==> config.mk <==
export PLATFORM = sky130hd
export DESIGN_NAME = source_text_tokenizer
export DESIGN_NICKNAME = d
export VERILOG_FILES = /design/src/sv/stt_pkg.sv /design/src/sv/source_text_tokenizer.sv
export SDC_FILE = /design/constraint.sdc
export NUM_CORES = 1
export LEC_CHECK = 0
export ABC_AREA = 1
export BUFFER_PORTS_ARGS = -buffer_cell sky130_fd_sc_hd__buf_4
export CORE_ASPECT_RATIO = 0.6
export CORE_MARGIN = 1
export CORE_UTILIZATION = 30
export DETAILED_ROUTE_END_ITERATION = 10
export HOLD_SLACK_MARGIN = 0.05
export MAX_ROUTING_LAYER = met4
export PLACE_DENSITY_LB_ADDON = 0.08
export RECOVER_POWER = 25
export SKIP_LAST_GASP = 1
export SYNTH_ARGS = -nofsm -noshare
export SYNTH_HDL_FRONTEND = slang
export SYNTH_SLANG_ARGS = --single-unit
==> constraint.sdc <==
create_clock -name clk -period 5.8 [get_ports clk]
set_clock_uncertainty 0.2 [all_clocks]
set_input_delay 0 -clock clk [delete_from_list [all_inputs] [get_ports clk]]
set_output_delay 0 -clock clk [all_outputs]
set_load 0.05 [all_outputs]
==> src/sv/stt_pkg.sv <==
// ----------------------------------------------------------------------------
// stt_pkg: shared types and helpers for the source text tokenizer
// Word formats, scan modes, character constants and class tests.
// ----------------------------------------------------------------------------
`default_nettype none

package stt_pkg;

	localparam int MaxRes = 4;

	typedef struct packed {
		logic [7:0] ch;
		logic       end_of_text;
	} in_word_t;

	typedef struct packed {
		logic [2:0] token_kind;
		logic       has_char;
		logic [7:0] value_char;
		logic       token_end;
		logic [1:0] error_code;
		logic       run_last;
	} out_word_t;

	typedef struct packed {
		out_word_t [MaxRes-1:0] r;
		logic [2:0]             n;
	} res_list_t;

	localparam logic [2:0] K_IDENT  = 3'd0;
	localparam logic [2:0] K_INT    = 3'd1;
	localparam logic [2:0] K_OPER   = 3'd2;
	localparam logic [2:0] K_STRING = 3'd3;
	localparam logic [2:0] K_SPACE  = 3'd4;
	localparam logic [2:0] K_PUNCT  = 3'd5;

	localparam logic [1:0] E_NONE    = 2'd0;
	localparam logic [1:0] E_UNTERM  = 2'd1;
	localparam logic [1:0] E_ESCAPE  = 2'd2;
	localparam logic [1:0] E_UNKNOWN = 2'd3;

	typedef enum logic [8:0] {
		M_IDLE    = 9'b000000001,
		M_IDENT   = 9'b000000010,
		M_INT     = 9'b000000100,
		M_OPER    = 9'b000001000,
		M_SLASH   = 9'b000010000,
		M_STRING  = 9'b000100000,
		M_ESCAPE  = 9'b001000000,
		M_SPACE   = 9'b010000000,
		M_COMMENT = 9'b100000000
	} scan_mode_t;

	localparam logic [7:0] C_NUL   = 8'd0;
	localparam logic [7:0] C_TAB   = 8'd9;
	localparam logic [7:0] C_NL    = 8'd10;
	localparam logic [7:0] C_SP    = 8'd32;
	localparam logic [7:0] C_QUOTE = 8'd34;
	localparam logic [7:0] C_SLASH = 8'd47;
	localparam logic [7:0] C_BSL   = 8'd92;
	localparam logic [7:0] C_UNDER = 8'd95;
	localparam logic [7:0] C_LOW_N = 8'd110;
	localparam logic [7:0] C_LOW_T = 8'd116;

	function automatic logic is_letter(logic [7:0] c);
		return (c >= 8'd97 && c <= 8'd122) || (c >= 8'd65 && c <= 8'd90);
	endfunction

	function automatic logic is_digit(logic [7:0] c);
		return c >= 8'd48 && c <= 8'd57;
	endfunction

	function automatic logic is_space(logic [7:0] c, logic tab_en);
		return c == C_SP || c == C_NL || (c == C_TAB && tab_en);
	endfunction

	function automatic logic is_punct(logic [7:0] c);
		return c == 8'd40 || c == 8'd41 || c == 8'd59 || c == 8'd44;
	endfunction

	// + - * / < > & . @ : = ~ | $ ! # % ^ _ [ ] { } " ` ?
	function automatic logic is_opsym(logic [7:0] c);
		logic r;
		case (c) inside
			8'd43, 8'd45, 8'd42, 8'd47, 8'd60, 8'd62, 8'd38, 8'd46, 8'd64,
			8'd58, 8'd61, 8'd126, 8'd124, 8'd36, 8'd33, 8'd35, 8'd37, 8'd94,
			8'd95, 8'd91, 8'd93, 8'd123, 8'd125, 8'd34, 8'd96, 8'd63: r = 1'b1;
			default: r = 1'b0;
		endcase
		return r;
	endfunction

	function automatic out_word_t mk(logic [2:0] kind, logic has, logic [7:0] val,
			logic fin, logic [1:0] err);
		out_word_t w;
		w.token_kind = kind;
		w.has_char   = has;
		w.value_char = val;
		w.token_end  = fin;
		w.error_code = err;
		w.run_last   = 1'b0;
		return w;
	endfunction

	// append one result; a full list drops it
	function automatic res_list_t push(res_list_t l, out_word_t w);
		res_list_t o;
		o = l;
		if (l.n != 3'(MaxRes)) begin
			o.r[l.n[1:0]] = w;
			o.n = l.n + 3'd1;
		end
		return o;
	endfunction

endpackage

`default_nettype wire

==> src/sv/source_text_tokenizer.sv <==
// ----------------------------------------------------------------------------
// source_text_tokenizer: byte-stream lexer
// Groups source bytes into identifier, integer, operator, string, space or
// comment, and punctuation tokens; flags bad bytes, escapes, open strings.
// ----------------------------------------------------------------------------
//
//  port group   dir   content
//  in_*         in    one source byte and its end-of-text flag per word
//  out_*        out   one token character, end marker or error per word
//  cfg_*        in    tab_as_space register write (always ready)
//
//  A byte is decoded in the cycle it is accepted; its 0 to 4 results go into
//  a 4-deep result register and leave one per cycle. The source side takes a
//  new byte whenever that register is empty or giving up its last result.
//  Output stalls hold the result register and back up into in_ready. Reset
//  clears the scan mode, empties the result register and sets tab_as_space.
`default_nettype none

module source_text_tokenizer (
	input  wire logic               clk,
	input  wire logic               arst_n,
	input  wire logic               in_valid,
	output logic                    in_ready,
	input  wire stt_pkg::in_word_t  in_word,
	output logic                    out_valid,
	input  wire logic               out_ready,
	output stt_pkg::out_word_t      out_word,
	input  wire logic               cfg_valid,
	output logic                    cfg_ready,
	input  wire logic               cfg_data
);
	import stt_pkg::*;

	scan_mode_t             mode_q, mode_d, mode_a;
	logic                   tab_q;
	out_word_t [MaxRes-1:0] res_q;
	out_word_t [MaxRes-1:0] load_w;
	logic [2:0]             cnt_q;
	res_list_t              lst, lst_a;
	logic [7:0]             c;
	logic                   eot;
	logic                   do_start;
	logic                   in_acc, pop;
	logic [1:0]             last_idx;

	assign c      = in_word.ch;
	assign eot    = in_word.end_of_text;
	assign in_acc = in_valid && in_ready;
	assign pop    = out_valid && out_ready;

	assign cfg_ready = 1'b1;
	assign out_valid = cnt_q != 3'd0;
	assign out_word  = res_q[0];
	// room once the last buffered result leaves this cycle
	assign in_ready  = (cnt_q == 3'd0) || (cnt_q == 3'd1 && out_ready);

	// ---- decode: continue the open token, or close it and restart ----
	always_comb begin
		lst      = '0;
		mode_a   = mode_q;
		do_start = 1'b0;
		unique case (mode_q)
			M_IDENT: begin
				if (is_letter(c) || is_digit(c) || c == C_UNDER) begin
					lst = push(lst, mk(K_IDENT, 1'b1, c, 1'b0, E_NONE));
				end else begin
					lst = push(lst, mk(K_IDENT, 1'b0, 8'd0, 1'b1, E_NONE));
					do_start = 1'b1;
				end
			end
			M_INT: begin
				if (is_digit(c)) begin
					lst = push(lst, mk(K_INT, 1'b1, c, 1'b0, E_NONE));
				end else begin
					lst = push(lst, mk(K_INT, 1'b0, 8'd0, 1'b1, E_NONE));
					do_start = 1'b1;
				end
			end
			M_OPER: begin
				if (is_opsym(c)) begin
					lst = push(lst, mk(K_OPER, 1'b1, c, 1'b0, E_NONE));
				end else begin
					lst = push(lst, mk(K_OPER, 1'b0, 8'd0, 1'b1, E_NONE));
					do_start = 1'b1;
				end
			end
			M_SLASH: begin
				// held slash: second slash opens a comment
				if (c == C_SLASH) begin
					mode_a = M_COMMENT;
				end else begin
					lst = push(lst, mk(K_OPER, 1'b1, C_SLASH, 1'b0, E_NONE));
					if (is_opsym(c)) begin
						lst    = push(lst, mk(K_OPER, 1'b1, c, 1'b0, E_NONE));
						mode_a = M_OPER;
					end else begin
						lst = push(lst, mk(K_OPER, 1'b0, 8'd0, 1'b1, E_NONE));
						do_start = 1'b1;
					end
				end
			end
			M_STRING: begin
				if (c == C_QUOTE) begin
					lst    = push(lst, mk(K_STRING, 1'b0, 8'd0, 1'b1, E_NONE));
					mode_a = M_IDLE;
				end else if (c == C_BSL) begin
					mode_a = M_ESCAPE;
				end else if (c == C_NUL) begin
					lst    = push(lst, mk(K_STRING, 1'b0, 8'd0, 1'b1, E_UNTERM));
					mode_a = M_IDLE;
				end else begin
					lst = push(lst, mk(K_STRING, 1'b1, c, 1'b0, E_NONE));
				end
			end
			M_ESCAPE: begin
				mode_a = M_STRING;
				case (c) inside
					C_LOW_N: lst = push(lst, mk(K_STRING, 1'b1, C_NL, 1'b0, E_NONE));
					C_LOW_T: lst = push(lst, mk(K_STRING, 1'b1, C_TAB, 1'b0, E_NONE));
					C_BSL, C_QUOTE, 8'd40, 8'd41, 8'd59, 8'd44:
						lst = push(lst, mk(K_STRING, 1'b1, c, 1'b0, E_NONE));
					default: begin
						lst = push(lst, mk(K_STRING, 1'b0, c, 1'b1,
							(c == C_NUL) ? E_UNTERM : E_ESCAPE));
						mode_a = M_IDLE;
					end
				endcase
			end
			M_SPACE: begin
				if (!is_space(c, tab_q)) begin
					lst = push(lst, mk(K_SPACE, 1'b0, 8'd0, 1'b1, E_NONE));
					do_start = 1'b1;
				end
			end
			M_COMMENT: begin
				// newline ends the comment and opens a space run
				if (c == C_NL) begin
					lst    = push(lst, mk(K_SPACE, 1'b0, 8'd0, 1'b1, E_NONE));
					mode_a = M_SPACE;
				end else begin
					lst = push(lst, mk(K_SPACE, 1'b1, c, 1'b0, E_NONE));
				end
			end
			default: do_start = 1'b1;
		endcase

		// ---- start a new token with this byte ----
		if (do_start) begin
			if (is_space(c, tab_q)) begin
				mode_a = M_SPACE;
			end else if (c == C_QUOTE) begin
				mode_a = M_STRING;
			end else if (is_letter(c)) begin
				lst    = push(lst, mk(K_IDENT, 1'b1, c, 1'b0, E_NONE));
				mode_a = M_IDENT;
			end else if (is_digit(c)) begin
				lst    = push(lst, mk(K_INT, 1'b1, c, 1'b0, E_NONE));
				mode_a = M_INT;
			end else if (c == C_SLASH) begin
				mode_a = M_SLASH;
			end else if (is_opsym(c)) begin
				lst    = push(lst, mk(K_OPER, 1'b1, c, 1'b0, E_NONE));
				mode_a = M_OPER;
			end else if (is_punct(c)) begin
				lst    = push(lst, mk(K_PUNCT, 1'b1, c, 1'b0, E_NONE));
				lst    = push(lst, mk(K_PUNCT, 1'b0, 8'd0, 1'b1, E_NONE));
				mode_a = M_IDLE;
			end else begin
				// unknown byte: error word, kind identifier, not an end marker
				lst    = push(lst, mk(K_IDENT, 1'b0, c, 1'b0, E_UNKNOWN));
				mode_a = M_IDLE;
			end
		end
	end

	// ---- end of text: flush whatever token is still open ----
	always_comb begin
		lst_a  = lst;
		mode_d = mode_a;
		if (eot) begin
			mode_d = M_IDLE;
			unique case (mode_a) inside
				M_IDENT:  lst_a = push(lst, mk(K_IDENT, 1'b0, 8'd0, 1'b1, E_NONE));
				M_INT:    lst_a = push(lst, mk(K_INT, 1'b0, 8'd0, 1'b1, E_NONE));
				M_OPER:   lst_a = push(lst, mk(K_OPER, 1'b0, 8'd0, 1'b1, E_NONE));
				M_SLASH:  lst_a = push(push(lst, mk(K_OPER, 1'b1, C_SLASH, 1'b0, E_NONE)),
					mk(K_OPER, 1'b0, 8'd0, 1'b1, E_NONE));
				M_STRING, M_ESCAPE:
					lst_a = push(lst, mk(K_STRING, 1'b0, 8'd0, 1'b1, E_UNTERM));
				M_SPACE, M_COMMENT:
					lst_a = push(lst, mk(K_SPACE, 1'b0, 8'd0, 1'b1, E_NONE));
				default: lst_a = lst;
			endcase
		end
	end

	assign last_idx = lst_a.n[1:0] - 2'd1;

	// tag the final result of the byte
	always_comb begin
		load_w = lst_a.r;
		if (lst_a.n != 3'd0) load_w[last_idx].run_last = 1'b1;
	end

	// ---- state and tab register ----
	always_ff @(posedge clk or negedge arst_n) begin
		if (!arst_n) begin
			mode_q <= M_IDLE;
			tab_q  <= 1'b1;
		end else begin
			if (in_acc) mode_q <= mode_d;
			if (cfg_valid && cfg_ready) tab_q <= cfg_data;
		end
	end

	// ---- result register: load a byte's results, drain from the head ----
	always_ff @(posedge clk or negedge arst_n) begin
		if (!arst_n) begin
			cnt_q <= 3'd0;
		end else if (in_acc) begin
			cnt_q <= lst_a.n;
		end else if (pop) begin
			cnt_q <= cnt_q - 3'd1;
		end
	end

	always_ff @(posedge clk) begin
		if (in_acc) begin
			for (int i = 0; i < MaxRes; i++) begin
				res_q[i] <= load_w[i];
			end
		end else if (pop) begin
			for (int i = 0; i < MaxRes - 1; i++) begin
				res_q[i] <= res_q[i+1];
			end
		end
	end

	// ---- checks ----
	a_cnt_range: assert property (@(posedge clk) disable iff (!arst_n)
		cnt_q <= 3'(MaxRes))
		else $error("result count out of range");

	a_last_flag: assert property (@(posedge clk) disable iff (!arst_n)
		out_valid |-> (out_word.run_last == (cnt_q == 3'd1)))
		else $error("run_last not on the final result of a byte");

	a_mode_onehot: assert property (@(posedge clk) disable iff (!arst_n)
		$onehot(mode_q))
		else $error("scan mode not one-hot");

	a_eot_idle: assert property (@(posedge clk) disable iff (!arst_n)
		in_acc && in_word.end_of_text |=> mode_q == M_IDLE)
		else $error("scan mode not idle after end of text");

endmodule

`default_nettype wire
# Word level (Yosys, flattened, before mapping)
# Cells that the tools add are included.
# Widths: inputs -> output; s select.
[word_totals]
elab_cells = 279
romBits = 0
latch_bits = 0
input_bits = 15
n_memories = 0
out_inout_bits = 19
register_bits = 77
mem_bits_rw = 0
[op_classes]
n_mux = 110
eq_ne = 58
n_reduce_logical = 32
n_div = 0
magnitude_cmp = 18
n_mul = 0
bitwise_logic = 27
n_shift = 0
addsub = 7
[ops]
columns = ["cell", "count"]
rows = [
  ["$mux 67", 36],
  ["$pmux 67 s8", 1],
  ["$bwmux 64", 7],
  ["$pmux 67 s6", 1],
  ["$not 56->56", 5],
  ["$and 56x56->56", 4],
  ["$mux 16", 13],
  ["$demux 16 s2", 6],
  ["$eq 8x6->1 const B", 21],
  ["$eq 8x7->1 const B", 13],
  ["$mux 48", 2],
  ["$mux 9", 8],
  ["$mux 64", 1],
  ["$and 60x60->60", 1],
  ["$not 60->60", 1],
  ["$mux 19", 3],
  ["$and 14x56->56", 1],
  ["$and 52x52->52", 1],
  ["$not 52->52", 1],
  ["$and 48x48->48", 1],
  ["$not 48->48", 1],
  ["$and 36x36->36", 1],
  ["$mux 18", 2],
  ["$not 36->36", 1],
  ["45 further kinds", 120],
]

# Logic depth before layout (Yosys ltp)
# Gate-level depths: netlist of the first run.
[logic_depth]
word_depth = 68
depth_mapped = 32
ltp_nobuf = 31

# Least setup slack after synthesis of the first run
# No wires, ideal clock.
[synth_timing]
kind = "reg2reg"
from = "register mode_q[0]"
to = "register res_q[40] (netlist name) (data pin)"
path_buffers = 0
period_less_slack_ns = 4.407
setup_ns = 0.256
path_stages_with_launch = 28
arrival_time_ns = 3.951
t_required_ns = 5.344
path_slack_ns = 1.393
path_cell_list = "dfstp_2 > nor2_1 > nand2_1 > clkinv_1 > nand2_1 > nor2_1 > nand3_1 > nand2_1 > nor3_1 > inv_1 > ha_1 > inv_1 > nor2_1 > nor2_1 > nand4_1 > nand2_2 > ha_1 > inv_1 > nor2_1 > nand3_1 > nand2_1 > inv_1 > ha_1 > nand3_1 > nand2_1 > o21ai_0 > nand2_1 > a22o_1"
[synth_via]
elab_chain_cells = 38
word_cells_on_any_way = 117
classes_between = "add/sub: 5; order compare: 8; eq/ne: 20; mux: 60; bitwise: 16; reduce/logical: 8"
[synth_lines]
columns = ["item", "line", "rtl"]
rows = [
  ["start, declared", "source_text_tokenizer.sv:34", "scan_mode_t mode_q, mode_d, mode_a;"],
  ["start signal, assigned", "source_text_tokenizer.sv:211", "if (in_acc) mode_q <= mode_d;"],
  ["$eq 9x9->1, or another cell as far along", "source_text_tokenizer.sv:62", "unique case (mode_q)"],
  ["$pmux 67 s8", "source_text_tokenizer.sv:62", ""],
  ["$add 3x1->3 / $ne 3x3->1 (equally long branches)", "stt_pkg.sv:111, stt_pkg.sv:109", ""],
  ["$mux 67", "stt_pkg.sv:109", "if (l.n != 3'(MaxRes)) begin"],
  ["$mux 67", "source_text_tokenizer.sv:164", "end else if (is_punct(c)) begin"],
  ["$mux 67", "source_text_tokenizer.sv:161", "end else if (is_opsym(c)) begin"],
  ["$mux 67", "source_text_tokenizer.sv:159", "end else if (c == C_SLASH) begin"],
  ["$mux 67", "source_text_tokenizer.sv:156", "end else if (is_digit(c)) begin"],
  ["[... 22 more ...]", "--", ""],
  ["$not 56->56 (no source line) / $mux 67 (equally long branches)", "--", ""],
  ["$and 56x56->56 (no source line)", "--", ""],
  ["$mux 67", "stt_pkg.sv:109", ""],
  ["$pmux 67 s6", "source_text_tokenizer.sv:182", "unique case (mode_a) inside"],
  ["$mux 67 (*)", "source_text_tokenizer.sv:180", "if (eot) begin"],
  ["branches (longest 1 deep; another with $sub 2x1->2)", "--", ""],
  ["$mux 64 (*)", "source_text_tokenizer.sv:202", "if (lst_a.n != 3'd0) load_w[last_idx].run_last = 1'b1;"],
  ["$mux 48 (*)", "source_text_tokenizer.sv:228", "if (in_acc) begin"],
  ["end signal, assigned by index", "source_text_tokenizer.sv:230", "res_q[i] <= load_w[i];"],
  ["end signal, assigned by index", "source_text_tokenizer.sv:234", "res_q[i] <= res_q[i+1];"],
  ["end, declared", "source_text_tokenizer.sv:36", "out_word_t [MaxRes-1:0] res_q;"],
]
# Every way passes the cells marked *. The select of a mux whose other input is x is not followed.
# A chain may end at the register's enable or synchronous reset.

# Worst setup path after layout of the first run
[layout_timing]
from = "register mode_q[8]"
to = "register res_q[46] (netlist name) (data pin)"
[layout_via]
elab_chain_cells = 38
word_cells_on_any_way = 113
classes_between = "add/sub: 5; order compare: 8; eq/ne: 20; mux: 60; bitwise: 12; reduce/logical: 8"
[layout_lines]
columns = ["item", "line"]
rows = [
  ["branches (longest 34 deep; another with $add 3x1->3)", "--"],
  ["$mux 67 (*)", "source_text_tokenizer.sv:180"],
  ["branches (longest 1 deep; another with $sub 2x1->2)", "--"],
  ["$mux 64 (*)", "source_text_tokenizer.sv:202"],
  ["$mux 48 (*)", "source_text_tokenizer.sv:228"],
]
# Marked as above.

==> out/results.tsv, run 1 <==
metric	value	unit
gr-total-overflow	0	
core_area	20000	sq um
crit_slowest_cell	dfrtp_1	
vias_per_cell	5.08	
cp.required	5.81	ns
worstMarginPinSlew	2.41	ns
worstSetupStartpoint	mode_q[8]	
clock-sinks	77	
hold_viol	0	
end_kind	register	
p_leak	0.00321	uW
htree_levels	3	
grt_pass1_vias	5487	
finalSetupTns	0	ns
dieArea	21100	sq um
critical_path_arrival	5.19	ns
dp_hpwl	17.1	mm
insertion_delay	0.35	ns
synth_ff_type	edfxtp_1	
row_count	40	
drv_slew	56	
synth_area_leader_cell	edfxtp_1	
max-vdd-ir-drop	224	uV
fmax	193	MHz
n_antenna_cell	0	
fin_crit_sh	89.3	%
postCtsSetupBuffers	0	
maxCapViolCount	1	
crit_family	simple AND/OR/NAND/NOR gates	
fin_nets	920	
critPathMaxStageDelay	0.53	ns
yosysUniqueCellTypes	51	
gp_congestion	0.948	
drtIter0Drc	782	
grt_max_degree	56	
ant_nets	0	
post_dp_cell_area	6540	sq um
power_density	541	nW/um^2
syn_area	6140	sq um
ys_seq_elements	77	
fp.dieW	187	microns
antenna_found_initial	0	
status	finished, violations left	
yosysWarnings	0	
drive_above_1_share	11.4	%
num_vias	5929	
path_clk_slew	0.07	ns
drc	0	
multi_input_area	3260	sq um
reg2regPathDepth	28	
synthTopCellsByArea	edfxtp_1, nand2_1, nor2_1	
path_class	reg2reg	
synth_nets	890	
drt_first_pass_iters	6	
io_buffers	32	
seq_area	2250	sq um
fillers	2179	
worstHoldPathType	in2reg	
cp.depth	28	
cts-root-buf	clkbuf_16	
syn_inst	859	
ios	34	
slew_headroom	-60.7	%
violations	capacitance limit, slew limit	
r2r-start	mode_q[8]	
path_max_fanout	10	
post_drt_wl_per_cell	19.0	microns
track_usage	22.2	%
cts_tree	built	
cts_inserted_buffers	9	
syn_avg_cell_area	7.15	sq um
hp-start	in_word[4]	
min_period	5.18	ns
final-setup-viol-count	0	
fin_area	6940	sq um
routed_wl	22.1	mm
grt_pass1_wl	34.0	mm
async_reset_ff_share	16.9	%
holdPathStages	4	
cp_common_cell	nand2_1	
synth-seq-area-share	36.6	%
cts.path.max_buffers	2	
rsz0062_at_grt	no	
synth_edf_count	64	
crit_buf_inv	6	
area_growth_syn_to_layout	13.0	%
power.total	3760	uW
start_kind	register	
die_h	113	microns
start_util	30.7	%
synth_top_area_share	31.3	%
==> metrics by stage <==
stage / hold WS [ns] / util [%] / std cells / setup slack (ns)
floorplan: -0.496 / - / 859 / 1.39
global placement: -0.329 / 32.7 / 1136 / 0.838
detailed placement: -0.327 / 32.7 / 1136 / 0.791
CTS: 0.0571 / 35.1 / 1167 / 0.764
global route: 0.113 / 34.7 / 1167 / 0.132
finish: 0.0638 / 34.7 / 1167 / 0.620
==> state kept, by name (all words and copies together) (netlist names) <==
signal,count
cnt_q,3
out_word,16
tab_q,1
res_q,48
mode_q,9
==> worst register-to-register path: cells and delay by family, from the launching register on <==
kind	cells	cell delay [ns]
AO/OA/AOI/OAI	4	0.67
AND/OR/NAND/NOR	15	2.21
buffers and inverters	6	0.78
adder cells (fa/ha/maj)	3	0.66
flip-flops	1	0.53
==> cell type report <==
cell class / instances / area share (%)
clock buffers: 10 / 3.30
inverters: 111 / 6.15
clock inverters: 6 / 1.39
flip-flops and latches: 77 / 32.4
repair buffers: 50 / 4.83
well taps: 273 / 4.92
multi-input cells: 640 / 47.0
==> worst paths after layout <==
kind | endpoint | slack (ns)
worst min register to register | res_q[34] | 0.31
worst max-delay path | res_q[46] | 0.62
min in group asynchronous | tab_q | 0.65
worst min-delay path | res_q[55] | 0.06
worst max register to register | res_q[46] | 0.62
max in group asynchronous | cnt_q[0] | 3.69
==> cell usage after synthesis (all sizes together), types with 2 or more instances <==
| cell type | number |
|---|---|
| nand2 | 242 |
| nor2 | 134 |
| inv | 106 |
| o21ai | 66 |
| edfxtp | 64 |
| nand3 | 56 |
| a21oi | 39 |
| buf | 23 |
| nor3 | 17 |
| ha | 16 |
| nand4 | 12 |
| o22ai | 12 |
| dfrtp | 11 |
| clkbuf | 8 |
| a31oi | 7 |
| o211ai | 6 |
| a22o | 5 |
| clkinv | 5 |
| o31ai | 4 |
| a211oi | 3 |
| a22oi | 2 |
| a32oi | 2 |
| a41oi | 2 |
| dfstp | 2 |
| o221ai | 2 |
| o311ai | 2 |
| or2 | 2 |
==> logic make-up after synthesis <==
kind of cell	after synthesis	share of synthesized area [%]
XOR/XNOR	1	0.143
AO/OA/AOI/OAI	156	15.0
adder cells (fa/ha/maj)	16	3.26
other	1	0.0610
multiplexers	1	0.183
buffers and inverters	142	10.3
flip-flops	77	36.6
AND/OR/NAND/NOR	465	34.4
==> where the power goes <==
| part | switching (uW) | internal [uW] | total [uW] |
|---|---|---|---|
| Clock | 249 | 382 | 631 |
| Combinational | 1620 | 550 | 2170 |
| Sequential | 77.2 | 877 | 954 |
==> what timing repair did <==
action	in CTS	in global routing
hold endpoints to repair	31	0
resized for setup	0	0
hold buffers	15	0
==> cells in the final DEF (no fill, tap or decap), types with 3 or more instances in the layout <==
master         instances
nand2_1              218
nor2_1               115
inv_1                 90
edfxtp_1              64
o21ai_0               58
nand3_1               54
a21oi_1               37
clkbuf_1              21
nand2_2               17
nor3_1                16
ha_1                  16
dlygate4sd3_1         15
buf_4                 14
inv_2                 13
nand4_1               12
o22ai_1               12
dfrtp_1               11
clkbuf_16              9
nor2_4                 8
nor2_2                 8
nand2_4                7
a31oi_1                7
o21ai_1                6
o211ai_1               6
clkinv_1               5
a22o_1                 5
o31ai_1                4
nor2_8                 3
a211oi_1               3
==> per-layer routing <==
metal	share of wire (%)	global-route usage, %	vias up
li1	-	-	2913
met1	54	35.2	2756
met2	36	27.3	244
met4	1.0	4.37	0
met3	8.5	4.90	16
met5	0	-	-
Note: power is estimated with default switching activity, not from simulation.
==> inputs of run 2 (changes only) <==
CTS_BUF_LIST = sky130_fd_sc_hd__clkbuf_4 sky130_fd_sc_hd__clkbuf_8   (was not set)
==> run 2 against run 1 <==
Net effect: the flow still finishes with violations (capacitance limit, slew limit); global-route usage shrank 0.098 points; cell count barely moved; clock-buffer cell count unchanged; routed wire length is 0.32% lower; worst setup slack worse by 0.10 ns; highest routed layer unchanged.
==> out/results.tsv, run 2 (same netlist as run 1, synthesis figures left out) <==
metric	value	unit	change
status	finished, violations left		
violations	capacitance limit, slew limit		
area_growth_syn_to_layout	11.7	%	
gp_congestion	0.948		unchanged
gr-total-overflow	0		unchanged
vias_per_cell	5.11		+0.61%
drc	0		unchanged
slew_headroom	-61.2	%	-0.48 points
worstMarginPinSlew	2.42	ns	+0.00719 ns
layout_commonest_cell	nand2_1		
hold_viol	0		unchanged
cp_common_cell	nand2_1		
path_max_fanout	10		unchanged
largest_reg_flops	48		unchanged
post_drt_wl_per_cell	18.9	microns	-0.40%
hp-start	cfg_valid		
core_area	20000	sq um	unchanged
crit_buf_inv	10		+4
rsz0062_at_grt	no		
end_kind	register		
mostFrequentLayoutCells	nand2_1, nor2_1, inv_1, edfxtp_1, o21ai_0		
cts-root-buf	clkbuf_8		
r2r-start	mode_q[0]		
critical_path_arrival	5.34	ns	+0.15 ns
n_antenna_cell	0		unchanged
start_kind	input pin		
cp.required	5.86	ns	+0.05 ns
grt_pass1_vias	5462		-0.46%
worstSetupStartpoint	in_word[1]		
row_count	40		unchanged
track_usage	22.1	%	-0.098 points
seq_area	2250	sq um	about the same
drive_above_1_share	11.8	%	+0.43 points
start_util	30.7	%	unchanged
regMostFlops	res_q		
path_clk_slew	0.10	ns	+0.03 ns
fp.dieW	187	microns	unchanged
drtIter0Drc	830		+6.1%
cts_inserted_buffers	9		unchanged
cts_tree	built		
fmax	189	MHz	-1.9%
drv_slew	56		unchanged
die_h	113	microns	unchanged
clkPwrFrac	13.4	%	-3.4 points
path_class	in2reg		
dieArea	21100	sq um	unchanged
pwr-share-seq	26.3	%	+0.9 points
antenna_found_initial	0		unchanged
crit_slowest_cell	dlygate4sd3_1		
clock-sinks	77		unchanged
power_density	528	nW/um^2	-2.5%
fin_nets	921		+0.11%
postCtsSetupBuffers	0		unchanged
htree_levels	3		unchanged
insertion_delay	0.38	ns	+0.03 ns
num_vias	5970		+0.69%
fillers	2184		+0.23%
dp_hpwl	17.1	mm	unchanged
multi_input_area	3260	sq um	unchanged
io_buffers	32		unchanged
internal_power	1690	uW	-6.8%
grt_pass1_wl	33.9	mm	-0.38%
dp_cells	1136		unchanged
critPathMaxStageDelay	0.54	ns	about the same
max-vdd-ir-drop	210	uV	-6.3%
maxCapViolCount	1		unchanged
finalSetupTns	0	ns	unchanged
min_period	5.28	ns	+0.0998 ns
fin_cells	1168		+0.086%
final-setup-viol-count	0		unchanged
ant_nets	0		unchanged
grt_max_degree	56		unchanged
worstHoldPathType	in2reg		
p_sw	1940	uW	-0.54%
drt_first_pass_iters	5		-1
cts.path.max_buffers	2		unchanged
crit_family	simple AND/OR/NAND/NOR gates		
p_leak	0.00317	uW	-1.1%
p_sw_share	53.5	%	+1.6 points
routed_wl	22.1	mm	-0.32%
combPwrFrac	60.3	%	+2.5 points
ios	34		unchanged
fin_crit_sh	91.0	%	+1.7 points
==> run 2: cell count changes in the layout (fill, tap and decap cells not counted), sizes merged <==
cell,change
buf,+1
clkbuf,-1
clkinv,-1
clkinvlp,+1
dlygate4sd3,+1
==> run 2: timing repair <==
action,CTS,global route
endpoints found under the hold margin,41,0
hold buffers,16,0
resized for setup,0,2
setup endpoints to repair,0,1
==> run 2: stage by stage <==
step           setup WS (ns)  instance area [sq um]  util, %  hold slack (ns)  power (uW)
6_report               0.521                   6860     34.3            0.190        3620
5_1_grt               0.0221                   6860     34.3            0.219        3890
4_1_cts                0.562                   6930     34.6            0.170        3650
3_5_place_dp           0.791                   6540     32.7           -0.327        3140
3_3_place_gp           0.838                   6540     32.7           -0.329        3190
2_1_floorplan           1.39                   6140        -           -0.496        2600
==> run 2: path summary, 6_finish.rpt <==
path                       depth (start not counted)  slack (ns)         to
setup / recovery                                  35        0.52   cnt_q[2]
hold / removal                                     3        0.19      tab_q
hold reg to reg                                    2        0.32  res_q[34]
min in group asynchronous                          3        0.56  mode_q[4]
max in group asynchronous                          3        4.32  mode_q[8]
setup reg to reg                                  30        0.54   cnt_q[2]
==> run 2: tightest hold or removal path: stages <==
cell and delay (ns):
buf_4 0.08, mux2_2 0.13, dlygate4sd3_1 0.54
==> run 2: area by class of cell <==
cell class | count | area share, %
Clock buffer | 10 | 1.91
Inverter | 111 | 6.27
Clock inverter | 6 | 1.40
Timing Repair Buffer | 51 | 5.12
Sequential cell | 77 | 32.8
Multi-Input combinational cell | 640 | 47.5
Tap cell | 273 | 4.98
==> run 2: power by group through the flow <==
stage / Clock, uW / Combinational [uW] / Sequential (uW)
floorplan: 0 / 1660 / 935
global placement: 0 / 2220 / 967
detailed placement: 0 / 2170 / 964
CTS: 501 / 2200 / 954
global route: 522 / 2390 / 977
finish: 484 / 2180 / 954
==> run 2: layer usage <==
layer	track usage, %	vias to the layer above	part of all wire (%)
li1	-	2912	-
met1	35.2	2778	54
met2	27.1	268	36
met3	4.81	12	8.7
met4	4.26	0	0.88
met5	-	-	0
==> inputs of run 3 (changes only) <==
REMOVE_ABC_BUFFERS = 1   (was not set)
==> run 3 against run 2 <==
Net effect: utilization decreased by 0.14 points; global-route usage decreased by 0.22 points; the flow still finishes with violations (capacitance limit, slew limit); die area unchanged; largest power group unchanged; first-iteration DRC count decreased by 24%; non-clock buffer count decreased by 1; power decreased by 0.77%.
==> out/results.tsv, run 3 (same netlist as run 1, synthesis figures left out) <==
metric	value	unit	change
clock-sinks	77		unchanged
slew_headroom	-70.8	%	-9.6 points
drv_slew	56		unchanged
status	finished, violations left		
layout_commonest_cell	nand2_1		
core_area	20000	sq um	unchanged
grt_pass1_vias	5491		+0.53%
row_count	40		unchanged
end_kind	register		
largest_reg_flops	48		unchanged
routed_wl	21.7	mm	-1.6%
finalSetupTns	0	ns	unchanged
fillers	2219		+1.6%
path_class	reg2reg		
postCtsSetupBuffers	0		unchanged
insertion_delay	0.39	ns	about the same
path_clk_slew	0.10	ns	about the same
io_buffers	32		unchanged
die_h	113	microns	unchanged
fin_area	6840	sq um	-0.40%
min_period	5.17	ns	-0.104 ns
maxCapViolCount	1		unchanged
violations	capacitance limit, slew limit		
gr-total-overflow	0		unchanged
utilization	34.2	%	-0.14 points
dieArea	21100	sq um	unchanged
num_vias	5937		-0.55%
post_drt_wl_per_cell	18.6	microns	-1.5%
fin_nets	920		-0.11%
dp_cells	1136		unchanged
p_leak	0.00317	uW	-0.14%
power_density	526	nW/um^2	-0.37%
mostFrequentLayoutCells	nand2_1, nor2_1, inv_1, edfxtp_1, o21ai_0		
drive_above_1_share	11.4	%	-0.43 points
postCtsResizedCells	0		unchanged
regMostFlops	res_q		
drtIter0Drc	633		-24%
gp_congestion	0.944		-0.46%
start_kind	register		
max-vdd-ir-drop	171	uV	-18%
drt_first_pass_iters	5		unchanged
ant_nets	0		unchanged
worstHoldPathType	in2reg		
htree_levels	3		unchanged
cts.path.max_buffers	2		unchanged
dp_hpwl	16.8	mm	-2.2%
vias_per_cell	5.09		-0.47%
post_dp_cell_area	6540	sq um	unchanged
cp.required	5.84	ns	-0.02 ns
cts_tree	built		
ios	34		unchanged
grt_max_degree	56		unchanged
fin_crit_sh	89.2	%	-1.8 points
path_max_fanout	10		unchanged
cts_inserted_buffers	9		unchanged
critical_path_arrival	5.22	ns	-0.12 ns
start_util	30.7	%	unchanged
fp.dieW	187	microns	unchanged
track_usage	21.8	%	-0.22 points
worstMarginPinSlew	2.56	ns	+0.144 ns
rsz0062_at_grt	no		
antenna_found_initial	0		unchanged
n_antenna_cell	0		unchanged
hold_viol	0		unchanged
final-setup-viol-count	0		unchanged
grt_pass1_wl	33.7	mm	-0.67%
cts-root-buf	clkbuf_8		
fin_cells	1167		-0.086%
fmax	193	MHz	+2.0%
area_growth_syn_to_layout	11.3	%	
drc	0		unchanged
-- run 3: changes by cell type in the layout (fill, tap and decap cells not counted), sizes merged --
cell         change
clkinv           +2
clkinvlp         -2
buf              -1
clkbuf           +1
dlygate4sd3      -1
-- run 3: per-stage QoR --
stage / setup slack [ns] / total power [uW] / hold WS (ns)
6_report: 0.625 / 3590 / 0.187
5_1_grt: 0.105 / 3870 / 0.192
4_1_cts: 0.759 / 3640 / 0.175
3_5_place_dp: 0.797 / 3150 / -0.327
3_3_place_gp: 0.913 / 3190 / -0.323
2_1_floorplan: 1.11 / 2490 / -0.496
-- run 3: final timing paths --
path / start / endpoint / slack (ns) / cells after the start
worst max-delay path: mode_q[8] / res_q[51] / 0.63 / 26
worst min-delay path: cfg_valid / tab_q / 0.19 / 3
worst max register to register: mode_q[8] / res_q[51] / 0.63 / 26
worst min register to register: res_q[35] / res_q[19] / 0.33 / 2
max in group asynchronous: arst_n / mode_q[6] / 4.37 / 3
min in group asynchronous: arst_n / mode_q[4] / 0.56 / 3
-- run 3: cell type report --
cell class | instances | area (sq um) | area share [%]
tap | 273 | 342 | 5.00
multi-input combinational | 640 | 3260 | 47.7
inverter | 111 | 427 | 6.24
clock buffer | 10 | 131 | 1.92
sequential | 77 | 2250 | 32.9
clock inverter | 6 | 86.3 | 1.26
timing repair buffer | 50 | 339 | 4.96
-- run 3: repair_timing --
item                       4_1_cts  5_1_grt
setup endpoints to repair        0        0
hold endpoints to repair        39        0
hold buffers                    15        0
-- run 3: power breakdown --
part           total [uW]  switching, uW  internal, uW
clock network         474            227           248
logic                2170           1620           557
registers             947           72.3           875
-- run 3: per-layer routing --
layer	share of wire, %	global-route usage [%]
met3	7.9	5.15
met1	54	34.2
met2	37	27.5
met4	1.0	3.93
met5	0	-
-- run 3: worst max-delay path, cell delays in order (launching register included) --
cell and delay [ns]:
dfrtp_1 0.52, clkinv_1 0.30, nand3_1 0.16, nor2_1 0.05, nand2_1 0.23, o21ai_0 0.20, nor3_1 0.20, buf_4 0.17
inv_1 0.11, ha_1 0.20, inv_1 0.07, nor2_1 0.06, nor2_1 0.09, nand4_1 0.18, nand2_2 0.20, ha_1 0.22
inv_1 0.07, nor2_1 0.14, nand3_1 0.12, nand2_1 0.13, inv_1 0.05, ha_1 0.23, nand3_1 0.19, nand2_1 0.14
o21ai_0 0.51, o22ai_1 0.19, inv_1 0.08
